## config.mk

```make
export PLATFORM = sky130hd
export DESIGN_NAME = six_axis_servo_slew_ramp
export DESIGN_NICKNAME = d
export VERILOG_FILES = /design/src/rtl/ssr_pkg.sv /design/src/rtl/ssr_cfg_regs.sv /design/src/rtl/ssr_cmd_map.sv /design/src/rtl/ssr_axis_ctrl.sv /design/src/rtl/ssr_out_buf.sv /design/src/rtl/six_axis_servo_slew_ramp.sv
export SDC_FILE = /design/constraint.sdc
export NUM_CORES = 1
export LEC_CHECK = 0
export ABC_AREA = 1
export BUFFER_PORTS_ARGS = -buffer_cell sky130_fd_sc_hd__buf_2
export CORE_UTILIZATION = 60
export DETAILED_ROUTE_END_ITERATION = 10
export PLACE_DENSITY_LB_ADDON = 0.3
export SLEW_MARGIN = 30
export SYNTH_ARGS = -nofsm -noshare
export SYNTH_HDL_FRONTEND = slang
export SYNTH_SLANG_ARGS = --single-unit
```

## constraint.sdc

```tcl
create_clock -name clk -period 21.4 [get_ports clk]
set_input_delay 1.07 -clock clk [delete_from_list [all_inputs] [get_ports clk]]
set_output_delay 1.07 -clock clk [all_outputs]
set_load 0.01 [all_outputs]
```

## src/rtl/ssr_pkg.sv

```systemverilog
`timescale 1ns / 1ps
// ----------------------------------------------------------------------------
// ssr_pkg
// Shared types and constants for the six-axis servo slew ramp.
// ----------------------------------------------------------------------------
package ssr_pkg;

  localparam int AXIS_COUNT = 6;
  localparam int ANGLE_W    = 8;
  localparam int LIMIT_W    = 9;
  localparam int REL_W      = 9;
  localparam int IN_DATA_W  = 16;
  localparam int IN_USER_W  = 4;
  localparam int OUT_DATA_W = 64;
  localparam int CFG_IDX_W  = 3;
  localparam int CFG_DATA_W = 9;

  localparam logic [ANGLE_W-1:0] ANGLE_MAX = 8'd180;

  localparam logic [ANGLE_W-1:0] ARM_LOW_RST    = 8'd30;
  localparam logic [ANGLE_W-1:0] ARM_HIGH_RST   = 8'd160;
  localparam logic [ANGLE_W-1:0] ELBOW_LOW_RST  = 8'd30;
  localparam logic [ANGLE_W-1:0] ELBOW_HIGH_RST = 8'd140;
  localparam logic [LIMIT_W-1:0] PAIR_LIMIT_RST = 9'd230;
  localparam logic [ANGLE_W-1:0] GRIP_LOW_RST   = 8'd65;
  localparam logic [ANGLE_W-1:0] GRIP_HIGH_RST  = 8'd170;

  typedef enum logic {
    OP_TICK = 1'b0,
    OP_SET  = 1'b1
  } opcode_t;

  typedef enum logic [2:0] {
    JOINT_BASE    = 3'd0,
    JOINT_ARM     = 3'd1,
    JOINT_ELBOW   = 3'd2,
    JOINT_FOREARM = 3'd3,
    JOINT_WRIST   = 3'd4,
    JOINT_GRIP    = 3'd5
  } joint_t;

  typedef enum logic [CFG_IDX_W-1:0] {
    REG_ARM_LOW    = 3'd0,
    REG_ARM_HIGH   = 3'd1,
    REG_ELBOW_LOW  = 3'd2,
    REG_ELBOW_HIGH = 3'd3,
    REG_PAIR_LIMIT = 3'd4,
    REG_GRIP_LOW   = 3'd5,
    REG_GRIP_HIGH  = 3'd6
  } cfg_reg_t;

  typedef struct packed {
    logic [ANGLE_W-1:0] arm_low;
    logic [ANGLE_W-1:0] arm_high;
    logic [ANGLE_W-1:0] elbow_low;
    logic [ANGLE_W-1:0] elbow_high;
    logic [LIMIT_W-1:0] pair_limit;
    logic [ANGLE_W-1:0] grip_low;
    logic [ANGLE_W-1:0] grip_high;
  } cfg_t;

  typedef logic [AXIS_COUNT-1:0][ANGLE_W-1:0] axis_vec_t;

  typedef struct packed {
    axis_vec_t                tgt;
    logic [ANGLE_W-1:0]       arm_cmd;
    logic [ANGLE_W-1:0]       elbow_cmd;
    logic signed [REL_W-1:0]  arm_rel;
    logic signed [REL_W-1:0]  elbow_rel;
    logic [ANGLE_W-1:0]       accepted;
  } cmd_upd_t;

endpackage

```

## src/rtl/ssr_cfg_regs.sv

```systemverilog
`timescale 1ns / 1ps
// ----------------------------------------------------------------------------
// ssr_cfg_regs
// Clamp windows and arm/elbow sum limit, written through the config port.
// ----------------------------------------------------------------------------
module ssr_cfg_regs (
  input  logic                            clk,
  input  logic                            rst,
  input  logic                            cfg_we,
  input  logic [ssr_pkg::CFG_IDX_W-1:0]   cfg_index,
  input  logic [ssr_pkg::CFG_DATA_W-1:0]  cfg_data,
  output ssr_pkg::cfg_t                   cfg
);

  always_ff @(posedge clk) begin
    if (rst) begin
      cfg.arm_low    <= ssr_pkg::ARM_LOW_RST;
      cfg.arm_high   <= ssr_pkg::ARM_HIGH_RST;
      cfg.elbow_low  <= ssr_pkg::ELBOW_LOW_RST;
      cfg.elbow_high <= ssr_pkg::ELBOW_HIGH_RST;
      cfg.pair_limit <= ssr_pkg::PAIR_LIMIT_RST;
      cfg.grip_low   <= ssr_pkg::GRIP_LOW_RST;
      cfg.grip_high  <= ssr_pkg::GRIP_HIGH_RST;
    end else if (cfg_we) begin
      unique case (ssr_pkg::cfg_reg_t'(cfg_index))
        ssr_pkg::REG_ARM_LOW:    cfg.arm_low    <= cfg_data[ssr_pkg::ANGLE_W-1:0];
        ssr_pkg::REG_ARM_HIGH:   cfg.arm_high   <= cfg_data[ssr_pkg::ANGLE_W-1:0];
        ssr_pkg::REG_ELBOW_LOW:  cfg.elbow_low  <= cfg_data[ssr_pkg::ANGLE_W-1:0];
        ssr_pkg::REG_ELBOW_HIGH: cfg.elbow_high <= cfg_data[ssr_pkg::ANGLE_W-1:0];
        ssr_pkg::REG_PAIR_LIMIT: cfg.pair_limit <= cfg_data[ssr_pkg::LIMIT_W-1:0];
        ssr_pkg::REG_GRIP_LOW:   cfg.grip_low   <= cfg_data[ssr_pkg::ANGLE_W-1:0];
        ssr_pkg::REG_GRIP_HIGH:  cfg.grip_high  <= cfg_data[ssr_pkg::ANGLE_W-1:0];
        default: ;
      endcase
    end
  end

endmodule

```

## src/rtl/ssr_cmd_map.sv

```systemverilog
`timescale 1ns / 1ps
// ----------------------------------------------------------------------------
// ssr_cmd_map
// Maps one joint command to new targets: clamps, coupled sum limit, offsets.
// ----------------------------------------------------------------------------
module ssr_cmd_map (
  input  ssr_pkg::cfg_t                     cfg,
  input  ssr_pkg::joint_t                   joint,
  input  logic [ssr_pkg::ANGLE_W-1:0]       angle,
  input  ssr_pkg::axis_vec_t                tgt,
  input  logic [ssr_pkg::ANGLE_W-1:0]       arm_cmd,
  input  logic [ssr_pkg::ANGLE_W-1:0]       elbow_cmd,
  input  logic signed [ssr_pkg::REL_W-1:0]  arm_rel,
  input  logic signed [ssr_pkg::REL_W-1:0]  elbow_rel,
  output ssr_pkg::cmd_upd_t                 upd
);

  localparam int SUM_W = ssr_pkg::REL_W + 1;

  localparam logic signed [SUM_W-1:0] ARM_OFFSET     = 10'sd20;
  localparam logic signed [SUM_W-1:0] ELBOW_OFFSET   = 10'sd73;
  localparam logic signed [SUM_W-1:0] FOREARM_OFFSET = 10'sd5;
  localparam logic signed [SUM_W-1:0] WRIST_OFFSET   = 10'sd5;

  typedef struct packed {
    logic [ssr_pkg::ANGLE_W-1:0] d;
    logic [ssr_pkg::ANGLE_W-1:0] other;
  } pair_t;

  function automatic logic [ssr_pkg::ANGLE_W-1:0] clamp_win(
    input logic [ssr_pkg::ANGLE_W-1:0] d,
    input logic [ssr_pkg::ANGLE_W-1:0] lo,
    input logic [ssr_pkg::ANGLE_W-1:0] hi
  );
    logic [ssr_pkg::ANGLE_W-1:0] r;
    priority if (d < lo) r = lo;
    else if (d > hi)     r = hi;
    else                 r = d;
    return r;
  endfunction

  function automatic logic [ssr_pkg::ANGLE_W-1:0] sat_angle(
    input logic signed [SUM_W-1:0] v
  );
    logic [ssr_pkg::ANGLE_W-1:0] r;
    priority if (v < 0)                              r = '0;
    else if (v > $signed({2'b00, ssr_pkg::ANGLE_MAX})) r = ssr_pkg::ANGLE_MAX;
    else                                             r = v[ssr_pkg::ANGLE_W-1:0];
    return r;
  endfunction

  // other command above the limit: new command 0, other lowered to limit
  function automatic pair_t pair_limit(
    input logic [ssr_pkg::ANGLE_W-1:0] d,
    input logic [ssr_pkg::ANGLE_W-1:0] other,
    input logic [ssr_pkg::LIMIT_W-1:0] limit
  );
    pair_t                     r;
    logic [ssr_pkg::LIMIT_W:0] sum;
    logic [ssr_pkg::LIMIT_W:0] diff;
    sum  = {2'b00, d} + {2'b00, other};
    diff = {1'b0, limit} - {2'b00, other};
    r.d     = d;
    r.other = other;
    if (sum > {1'b0, limit}) begin
      if ({1'b0, other} > limit) begin
        r.d     = '0;
        r.other = limit[ssr_pkg::ANGLE_W-1:0];
      end else begin
        r.d = diff[ssr_pkg::ANGLE_W-1:0];
      end
    end
    return r;
  endfunction

  logic [ssr_pkg::ANGLE_W-1:0]       angle_c;
  logic [ssr_pkg::ANGLE_W-1:0]       arm_win;
  logic [ssr_pkg::ANGLE_W-1:0]       elbow_win;
  logic [ssr_pkg::ANGLE_W-1:0]       grip_win;
  pair_t                             arm_pl;
  pair_t                             elbow_pl;
  logic signed [SUM_W-1:0]           angle_s;
  logic signed [SUM_W-1:0]           arm_rel_new;
  logic signed [SUM_W-1:0]           elbow_rel_new;
  logic signed [SUM_W-1:0]           arm_rel_ext;
  logic signed [SUM_W-1:0]           elbow_rel_ext;

  assign angle_c   = (angle > ssr_pkg::ANGLE_MAX) ? ssr_pkg::ANGLE_MAX : angle;
  assign angle_s   = $signed({2'b00, angle_c});
  assign arm_win   = clamp_win(angle_c, cfg.arm_low, cfg.arm_high);
  assign elbow_win = clamp_win(angle_c, cfg.elbow_low, cfg.elbow_high);
  assign grip_win  = clamp_win(angle_c, cfg.grip_low, cfg.grip_high);
  assign arm_pl    = pair_limit(arm_win, elbow_cmd, cfg.pair_limit);
  assign elbow_pl  = pair_limit(elbow_win, arm_cmd, cfg.pair_limit);

  assign arm_rel_new   = $signed({2'b00, arm_pl.d}) - ARM_OFFSET;
  assign elbow_rel_new = $signed({2'b00, elbow_pl.d}) - ELBOW_OFFSET;
  assign arm_rel_ext   = SUM_W'(arm_rel);
  assign elbow_rel_ext = SUM_W'(elbow_rel);

  always_comb begin
    upd.tgt       = tgt;
    upd.arm_cmd   = arm_cmd;
    upd.elbow_cmd = elbow_cmd;
    upd.arm_rel   = arm_rel;
    upd.elbow_rel = elbow_rel;
    upd.accepted  = '0;
    unique case (joint)
      ssr_pkg::JOINT_BASE: begin
        upd.tgt[ssr_pkg::JOINT_BASE] = angle_c;
        upd.accepted                 = angle_c;
      end
      ssr_pkg::JOINT_ARM: begin
        upd.arm_cmd                   = arm_pl.d;
        upd.elbow_cmd                 = arm_pl.other;
        upd.arm_rel                   = arm_rel_new[ssr_pkg::REL_W-1:0];
        upd.tgt[ssr_pkg::JOINT_ARM]   = sat_angle(arm_rel_new);
        upd.tgt[ssr_pkg::JOINT_ELBOW] = sat_angle(arm_rel_new + elbow_rel_ext);
        upd.accepted                  = arm_pl.d;
      end
      ssr_pkg::JOINT_ELBOW: begin
        upd.elbow_cmd                 = elbow_pl.d;
        upd.arm_cmd                   = elbow_pl.other;
        upd.elbow_rel                 = elbow_rel_new[ssr_pkg::REL_W-1:0];
        upd.tgt[ssr_pkg::JOINT_ELBOW] = sat_angle(arm_rel_ext + elbow_rel_new);
        upd.accepted                  = elbow_pl.d;
      end
      ssr_pkg::JOINT_FOREARM: begin
        upd.tgt[ssr_pkg::JOINT_FOREARM] = sat_angle(angle_s - FOREARM_OFFSET);
        upd.accepted                    = angle_c;
      end
      ssr_pkg::JOINT_WRIST: begin
        upd.tgt[ssr_pkg::JOINT_WRIST] = sat_angle(angle_s + WRIST_OFFSET);
        upd.accepted                  = angle_c;
      end
      ssr_pkg::JOINT_GRIP: begin
        upd.tgt[ssr_pkg::JOINT_GRIP] = sat_angle($signed({2'b00, grip_win}));
        upd.accepted                 = grip_win;
      end
      default: ;
    endcase
  end

endmodule

```

## src/rtl/ssr_axis_ctrl.sv

```systemverilog
`timescale 1ns / 1ps
// ----------------------------------------------------------------------------
// ssr_axis_ctrl
// Axis position/target state, one-degree slew per tick, result word build.
// ----------------------------------------------------------------------------
module ssr_axis_ctrl (
  input  logic                               clk,
  input  logic                               rst,
  input  logic                               accept,
  input  ssr_pkg::opcode_t                   opcode,
  input  ssr_pkg::joint_t                    joint,
  input  logic [ssr_pkg::ANGLE_W-1:0]        angle,
  input  logic                               contact,
  input  ssr_pkg::cfg_t                      cfg,
  output logic [ssr_pkg::OUT_DATA_W-1:0]     result
);

  localparam int PAD_W = ssr_pkg::OUT_DATA_W - 7 * ssr_pkg::ANGLE_W - 1;

  ssr_pkg::axis_vec_t                pos;
  ssr_pkg::axis_vec_t                tgt;
  logic [ssr_pkg::ANGLE_W-1:0]       arm_cmd;
  logic [ssr_pkg::ANGLE_W-1:0]       elbow_cmd;
  logic signed [ssr_pkg::REL_W-1:0]  arm_rel;
  logic signed [ssr_pkg::REL_W-1:0]  elbow_rel;

  ssr_pkg::axis_vec_t                pos_next;
  ssr_pkg::axis_vec_t                tgt_next;
  logic [ssr_pkg::ANGLE_W-1:0]       arm_cmd_next;
  logic [ssr_pkg::ANGLE_W-1:0]       elbow_cmd_next;
  logic signed [ssr_pkg::REL_W-1:0]  arm_rel_next;
  logic signed [ssr_pkg::REL_W-1:0]  elbow_rel_next;
  logic [ssr_pkg::ANGLE_W-1:0]       accepted;
  logic                              reached;
  ssr_pkg::cmd_upd_t                 upd;

  ssr_cmd_map u_cmd_map (
    .cfg       (cfg),
    .joint     (joint),
    .angle     (angle),
    .tgt       (tgt),
    .arm_cmd   (arm_cmd),
    .elbow_cmd (elbow_cmd),
    .arm_rel   (arm_rel),
    .elbow_rel (elbow_rel),
    .upd       (upd)
  );

  always_comb begin
    pos_next       = pos;
    tgt_next       = tgt;
    arm_cmd_next   = arm_cmd;
    elbow_cmd_next = elbow_cmd;
    arm_rel_next   = arm_rel;
    elbow_rel_next = elbow_rel;
    accepted       = '0;
    unique case (opcode)
      ssr_pkg::OP_SET: begin
        tgt_next       = upd.tgt;
        arm_cmd_next   = upd.arm_cmd;
        elbow_cmd_next = upd.elbow_cmd;
        arm_rel_next   = upd.arm_rel;
        elbow_rel_next = upd.elbow_rel;
        accepted       = upd.accepted;
      end
      ssr_pkg::OP_TICK: begin
        // gripper closing onto an object holds where it is
        if (contact && tgt[ssr_pkg::JOINT_GRIP] < pos[ssr_pkg::JOINT_GRIP])
          tgt_next[ssr_pkg::JOINT_GRIP] = pos[ssr_pkg::JOINT_GRIP];
        for (int i = 0; i < ssr_pkg::AXIS_COUNT; i++) begin
          if (pos[i] < tgt_next[i])      pos_next[i] = pos[i] + 1'b1;
          else if (pos[i] > tgt_next[i]) pos_next[i] = pos[i] - 1'b1;
        end
      end
      default: ;
    endcase
  end

  assign reached = (pos_next == tgt_next);

  assign result = {
    {PAD_W{1'b0}},
    accepted,
    reached,
    ssr_pkg::ANGLE_MAX - pos_next[ssr_pkg::JOINT_GRIP],
    pos_next[ssr_pkg::JOINT_WRIST],
    pos_next[ssr_pkg::JOINT_FOREARM],
    ssr_pkg::ANGLE_MAX - pos_next[ssr_pkg::JOINT_ELBOW],
    pos_next[ssr_pkg::JOINT_ARM],
    pos_next[ssr_pkg::JOINT_BASE]
  };

  always_ff @(posedge clk) begin
    if (rst) begin
      pos       <= '0;
      tgt       <= '0;
      arm_cmd   <= '0;
      elbow_cmd <= '0;
      arm_rel   <= '0;
      elbow_rel <= '0;
    end else if (accept) begin
      pos       <= pos_next;
      tgt       <= tgt_next;
      arm_cmd   <= arm_cmd_next;
      elbow_cmd <= elbow_cmd_next;
      arm_rel   <= arm_rel_next;
      elbow_rel <= elbow_rel_next;
    end
  end

endmodule

```

## src/rtl/ssr_out_buf.sv

```systemverilog
`timescale 1ns / 1ps
// ----------------------------------------------------------------------------
// ssr_out_buf
// Two-deep result buffer: output register plus skid register.
// ----------------------------------------------------------------------------
module ssr_out_buf (
  input  logic                            clk,
  input  logic                            rst,
  input  logic                            in_valid,
  output logic                            in_ready,
  input  logic [ssr_pkg::OUT_DATA_W-1:0]  in_data,
  output logic                            out_valid,
  input  logic                            out_ready,
  output logic [ssr_pkg::OUT_DATA_W-1:0]  out_data
);

  logic                            skid_valid;
  logic [ssr_pkg::OUT_DATA_W-1:0]  skid_data;
  logic                            load;
  logic                            out_free;

  assign in_ready = !skid_valid;
  assign load     = in_valid && !skid_valid;
  assign out_free = !out_valid || out_ready;

  always_ff @(posedge clk) begin
    if (rst) begin
      out_valid  <= 1'b0;
      skid_valid <= 1'b0;
    end else if (out_free) begin
      out_valid  <= skid_valid || load;
      skid_valid <= 1'b0;
    end else if (load) begin
      skid_valid <= 1'b1;
    end
  end

  always_ff @(posedge clk) begin
    if (out_free) begin
      if (skid_valid) out_data <= skid_data;
      else if (load)  out_data <= in_data;
    end else if (load) begin
      skid_data <= in_data;
    end
  end

endmodule

```

## src/rtl/six_axis_servo_slew_ramp.sv

```systemverilog
`timescale 1ns / 1ps
// ----------------------------------------------------------------------------
// six_axis_servo_slew_ramp
// Six-channel servo target mapper and one-degree-per-tick slew ramp.
// ----------------------------------------------------------------------------
// One beat is taken every clock cycle while s_tready is high. Each tick or
// set beat is handled by a single combinational pass over the axis state
// registers; its result is registered into a two-deep output buffer (skid
// entry while the output register waits), so the input keeps flowing while one
// result waits; the slave side stalls only once both buffer entries are full.
// Axis, config and valid state reset at once, with no clearing pass. Config writes
// are taken at any time but should only be made while the block is idle.
module six_axis_servo_slew_ramp (
  input  logic                            clk,
  input  logic                            rst,
  input  logic                            s_tvalid,
  output logic                            s_tready,
  // [7:0] angle, [8] contact, [15:9] zero
  input  logic [ssr_pkg::IN_DATA_W-1:0]   s_tdata,
  // [0] opcode, [3:1] joint
  input  logic [ssr_pkg::IN_USER_W-1:0]   s_tuser,
  output logic                            m_tvalid,
  input  logic                            m_tready,
  // [7:0] base_drive, [15:8] arm_drive, [23:16] elbow_drive,
  // [31:24] forearm_drive, [39:32] wrist_drive, [47:40] grip_drive,
  // [48] all_reached, [56:49] accepted_command, [63:57] zero
  output logic [ssr_pkg::OUT_DATA_W-1:0]  m_tdata,
  input  logic                            cfg_we,
  input  logic [ssr_pkg::CFG_IDX_W-1:0]   cfg_index,
  input  logic [ssr_pkg::CFG_DATA_W-1:0]  cfg_data
);

  ssr_pkg::cfg_t                    cfg;
  logic                             accept;
  logic [ssr_pkg::OUT_DATA_W-1:0]   result;

  assign accept = s_tvalid && s_tready;

  ssr_cfg_regs u_cfg_regs (
    .clk       (clk),
    .rst       (rst),
    .cfg_we    (cfg_we),
    .cfg_index (cfg_index),
    .cfg_data  (cfg_data),
    .cfg       (cfg)
  );

  ssr_axis_ctrl u_axis_ctrl (
    .clk     (clk),
    .rst     (rst),
    .accept  (accept),
    .opcode  (ssr_pkg::opcode_t'(s_tuser[0])),
    .joint   (ssr_pkg::joint_t'(s_tuser[3:1])),
    .angle   (s_tdata[ssr_pkg::ANGLE_W-1:0]),
    .contact (s_tdata[ssr_pkg::ANGLE_W]),
    .cfg     (cfg),
    .result  (result)
  );

  ssr_out_buf u_out_buf (
    .clk       (clk),
    .rst       (rst),
    .in_valid  (s_tvalid),
    .in_ready  (s_tready),
    .in_data   (result),
    .out_valid (m_tvalid),
    .out_ready (m_tready),
    .out_data  (m_tdata)
  );

endmodule

```

==> results.md <==
- Hold slack final: between 400 and 500 ps
- Register-to-Register Path Depth: 57
- Final-report setup violation count: 0
- Final hold vios: 0
- Detailed Route WL: ~62000 um
- Clock transition at the registers of the reported paths: about 60 ps
- Area inside the core boundary: ~36000 um^2
- Post-synth EDFFs: between 100 and 150
- Worst slew margin relative to its limit: approximately a third
- Detailed Routing Iterations Pass 1: 6
- Hold-fix buffer count after cts: 0
- Element type at the critical path start: primary input
- Final worst clock skew: roughly 20 ps
- Path type of the worst setup path: primary input to register
- Cell with the largest stage delay on the worst path: sky130_fd_sc_hd__o21ai_0
- Fraction of registers with async set/reset: 0%
- PD cells: a little under 90 nW/um^2
- Maximum clock insertion buffer count: 3
- Cells after Synth: roughly 3100
- Total die area: 36920 um^2
- Filler instances: 3079
- Number of vias after detailed routing: approximately 21000
- Number of global-route vias before repair: approximately 20000
- Mean routed wirelength per cell: about 17 um
- Reported leakage power: about 12 nW
- Number of slew-limit violations in the final report: 0
- CP Depth: 66
- Dominant register cell in the synthesized netlist: sky130_fd_sc_hd__dfxtp_1
- Routability Congestion: 0.9726
- Buf+Inv Stages, Crit Path: 8
- Number of gates resized after CTS: 0
- Largest fanout on the critical path: 16
- Overall routing resource usage: between 30% and 40%
- Global-route wire length before repair: approximately 99000 um
- Warnings from Yosys: 0
- Slew at the pin with the worst max-slew slack: 964.7 ps
- Half-perimeter wire length after placement: 44840 um
- Number of antenna violations at the first check in global routing: 3
- Result of the run: finished clean
- Number of rows created at floorplan: between 60 and 70
- Number of DRC violations after detailed routing: 0
- Syn_area_per_cell: 7.039 um^2
- Clock tree root driver cell: sky130_fd_sc_hd__clkbuf_16
- CTS tree: yes
- Pin count of the biggest net entering global routing: between 90 and 100
- Most used cell along the critical path: sky130_fd_sc_hd__nand2_1
- Vert. Die Dim: between 150 and 200 um
- Avg Vias per Cell: between 5 and 6
- Worst Hold Class: register to register
- Maximum cell stage delay along the critical path: between 600 and 700 ps
- Worst path top cell family by delay: simple AND/OR/NAND/NOR gates
- Antenna-violating nets left: 0
- Data required time of the worst path: 21770 ps
- Critical path capture point type: register
- Shortest period the worst path allows: between 10000 and 15000 ps
- TritonCTS sink count: 303
- Overall die width: about 190 um
- Area taken by multi-input logic gates: 12350 um^2
- Post-CTS setup buffer count: 0
- Arrival time reported for the critical path endpoint: 11610 ps
- Synth Register Bits: 303
- RSZ-0062 raised after global routing: false
- I/O pin count: 103
- Number of buffers created by CTS: 36
- Clk_lat worst skew: 540 ps
- WHS Path Cells: 2
- Tcrit/Tclk final: 52.49%
- Area added between synthesis and finish: 9.534%
- Overflow left after global routing: 0
- Post-synthesis instance area: around 22000 um^2
- Sequential area share after synthesis: approximately 33%
- Maximum level of the CTS H-tree: 2
- Setup total negative slack: 0 ps
- Fraction of final layout cells with drive strength greater than 1: under 10%
- Count of distinct cell types in the synthesized netlist: between 50 and 60
- Sequential cell area: between 7000 and 8000 um^2
- Peak supply drop: between 80 and 90 uV
- Effective utilization at floorplan: 60.99%
- Port Buf Inserts: a little under 90
- Fmax: roughly 0.089 GHz
- Maximum Capacitance Violations: 0
- Initial DRC count: roughly 1600
- Net count of the finished layout: 3386
metrics by stage:
stage               util (%)  instance area [um^2]  setup WS, ps  power, mW  std cells
finish                 66.80                 23760         10170      2.093       3629
global route           66.79                 23760          9128      2.218       3627
CTS                    66.77                 23750         10100      2.084       3627
detailed placement     63.19                 22480          9608      1.422       3561
global placement       63.19                 22480          9965      1.396       3561
floorplan                  -                 21720         12290      1.224       3088
sequential cells by signal (all words and copies together), names as in the netlist:
name                   flops
u_cfg_regs.cfg            57
u_out_buf.out_data        57
u_out_buf.skid_data       57
u_axis_ctrl.pos           48
u_axis_ctrl.tgt           48
u_axis_ctrl.arm_rel        9
u_axis_ctrl.elbow_rel      9
u_axis_ctrl.arm_cmd        8
u_axis_ctrl.elbow_cmd      8
u_out_buf.out_valid        1
u_out_buf.skid_valid       1
per-layer routing:
layer,share of wire [%],vias up,global-route usage (%)
li1,-,10280,-
met1,42,9664,43.22
met2,46,887,55.01
met3,8.7,188,6.304
met4,3.9,4,14.69
met5,0.073,-,0.8242
layout by cell type (no fill, tap or decap), types with 5 or more instances in the layout:
master                      synthesis  final
sky130_fd_sc_hd__o211ai_1          51     51
sky130_fd_sc_hd__bufinv_16          0      5
sky130_fd_sc_hd__o2111ai_1          8      8
sky130_fd_sc_hd__buf_4              8     16
sky130_fd_sc_hd__a21oi_1          236    235
sky130_fd_sc_hd__edfxtp_1         114    114
sky130_fd_sc_hd__o21bai_1           7      7
sky130_fd_sc_hd__xor2_1            71     71
sky130_fd_sc_hd__a31oi_1           24     24
sky130_fd_sc_hd__clkinv_2           0      5
sky130_fd_sc_hd__clkbuf_1          75      7
sky130_fd_sc_hd__nor2_1           189    187
sky130_fd_sc_hd__clkbuf_16          0     39
sky130_fd_sc_hd__or2_2             17     17
sky130_fd_sc_hd__nand2_2           21     21
sky130_fd_sc_hd__nor3_1            16     16
sky130_fd_sc_hd__nand2_1          759    758
sky130_fd_sc_hd__fa_1               6      6
sky130_fd_sc_hd__nand3b_1           8      8
sky130_fd_sc_hd__nand3_1          178    178
sky130_fd_sc_hd__o21ai_1           14     13
sky130_fd_sc_hd__dfxtp_1          189    188
sky130_fd_sc_hd__o21ai_0          294    294
sky130_fd_sc_hd__a211oi_1           9      9
sky130_fd_sc_hd__xnor2_1           12     12
sky130_fd_sc_hd__buf_2              2     88
sky130_fd_sc_hd__nand4_1           40     40
sky130_fd_sc_hd__inv_1            460    459
sky130_fd_sc_hd__conb_1             1      7
sky130_fd_sc_hd__inv_2             13     14
sky130_fd_sc_hd__ha_1             205    205
where the power goes:
part           switching (mW)  internal, mW  total, mW  leakage [nW]
combinational           0.502         0.233      0.735          8.42
clock                   0.257         0.405      0.662         0.620
sequential             0.0287         0.667      0.696          2.64
worst register-to-register path: cells and delay by family (launching register included):
kind	cells	cell delay, ps
compound gates	15	3500
xor+xnor	2	340
flops	1	330
fa+ha+maj	5	1520
buf+inv	6	630
simple gates	29	3240
final cells by class:
type                    count  area share, %
inverters                 477          7.546
diodes                      2        0.02106
clock inverters            17         0.9636
repair buffers            104          2.359
multi-input cells        2216          51.96
flip-flops and latches    303          30.34
clock buffers              49          4.392
well taps                 461          2.427
cell usage after synthesis, types with 12 or more instances:
master	number	area share [%]
sky130_fd_sc_hd__xnor2_1	12	0.48
sky130_fd_sc_hd__a31oi_1	24	0.69
sky130_fd_sc_hd__nand2_1	759	13
sky130_fd_sc_hd__or2_2	17	0.49
sky130_fd_sc_hd__o21ai_0	294	6.8
sky130_fd_sc_hd__nor2_1	189	3.3
sky130_fd_sc_hd__o211ai_1	51	1.8
sky130_fd_sc_hd__nand2_2	21	0.61
sky130_fd_sc_hd__nand4_1	40	1.2
sky130_fd_sc_hd__clkbuf_1	75	1.3
sky130_fd_sc_hd__nand3_1	178	4.1
sky130_fd_sc_hd__xor2_1	71	2.9
sky130_fd_sc_hd__a21oi_1	236	5.4
sky130_fd_sc_hd__ha_1	205	12
sky130_fd_sc_hd__nor3_1	16	0.37
sky130_fd_sc_hd__edfxtp_1	114	16
sky130_fd_sc_hd__inv_1	460	8.0
sky130_fd_sc_hd__inv_2	13	0.22
sky130_fd_sc_hd__dfxtp_1	189	17
sky130_fd_sc_hd__o21ai_1	14	0.32
kinds of logic after synthesis:
family	share of synthesized area [%]
buffers and inverters	10.11
XOR/XNOR	3.351
adder cells (fa/ha/maj)	12.38
AO/OA/AOI/OAI	16.81
AND/OR/NAND/NOR	24.11
other	0.01729
flip-flops	33.22
worst paths after layout:
kind / from / to / slack [ps]
worst max-delay path: s_tdata[7] / u_out_buf.out_data[48] / 10170
worst min-delay path: u_axis_ctrl.tgt[21] / u_axis_ctrl.tgt[21] / 470
worst max register to register: u_cfg_regs.cfg[32] / u_out_buf.out_data[48] / 11690
worst min register to register: u_axis_ctrl.tgt[21] / u_axis_ctrl.tgt[21] / 470
Power figures use the tool's default switching activity.
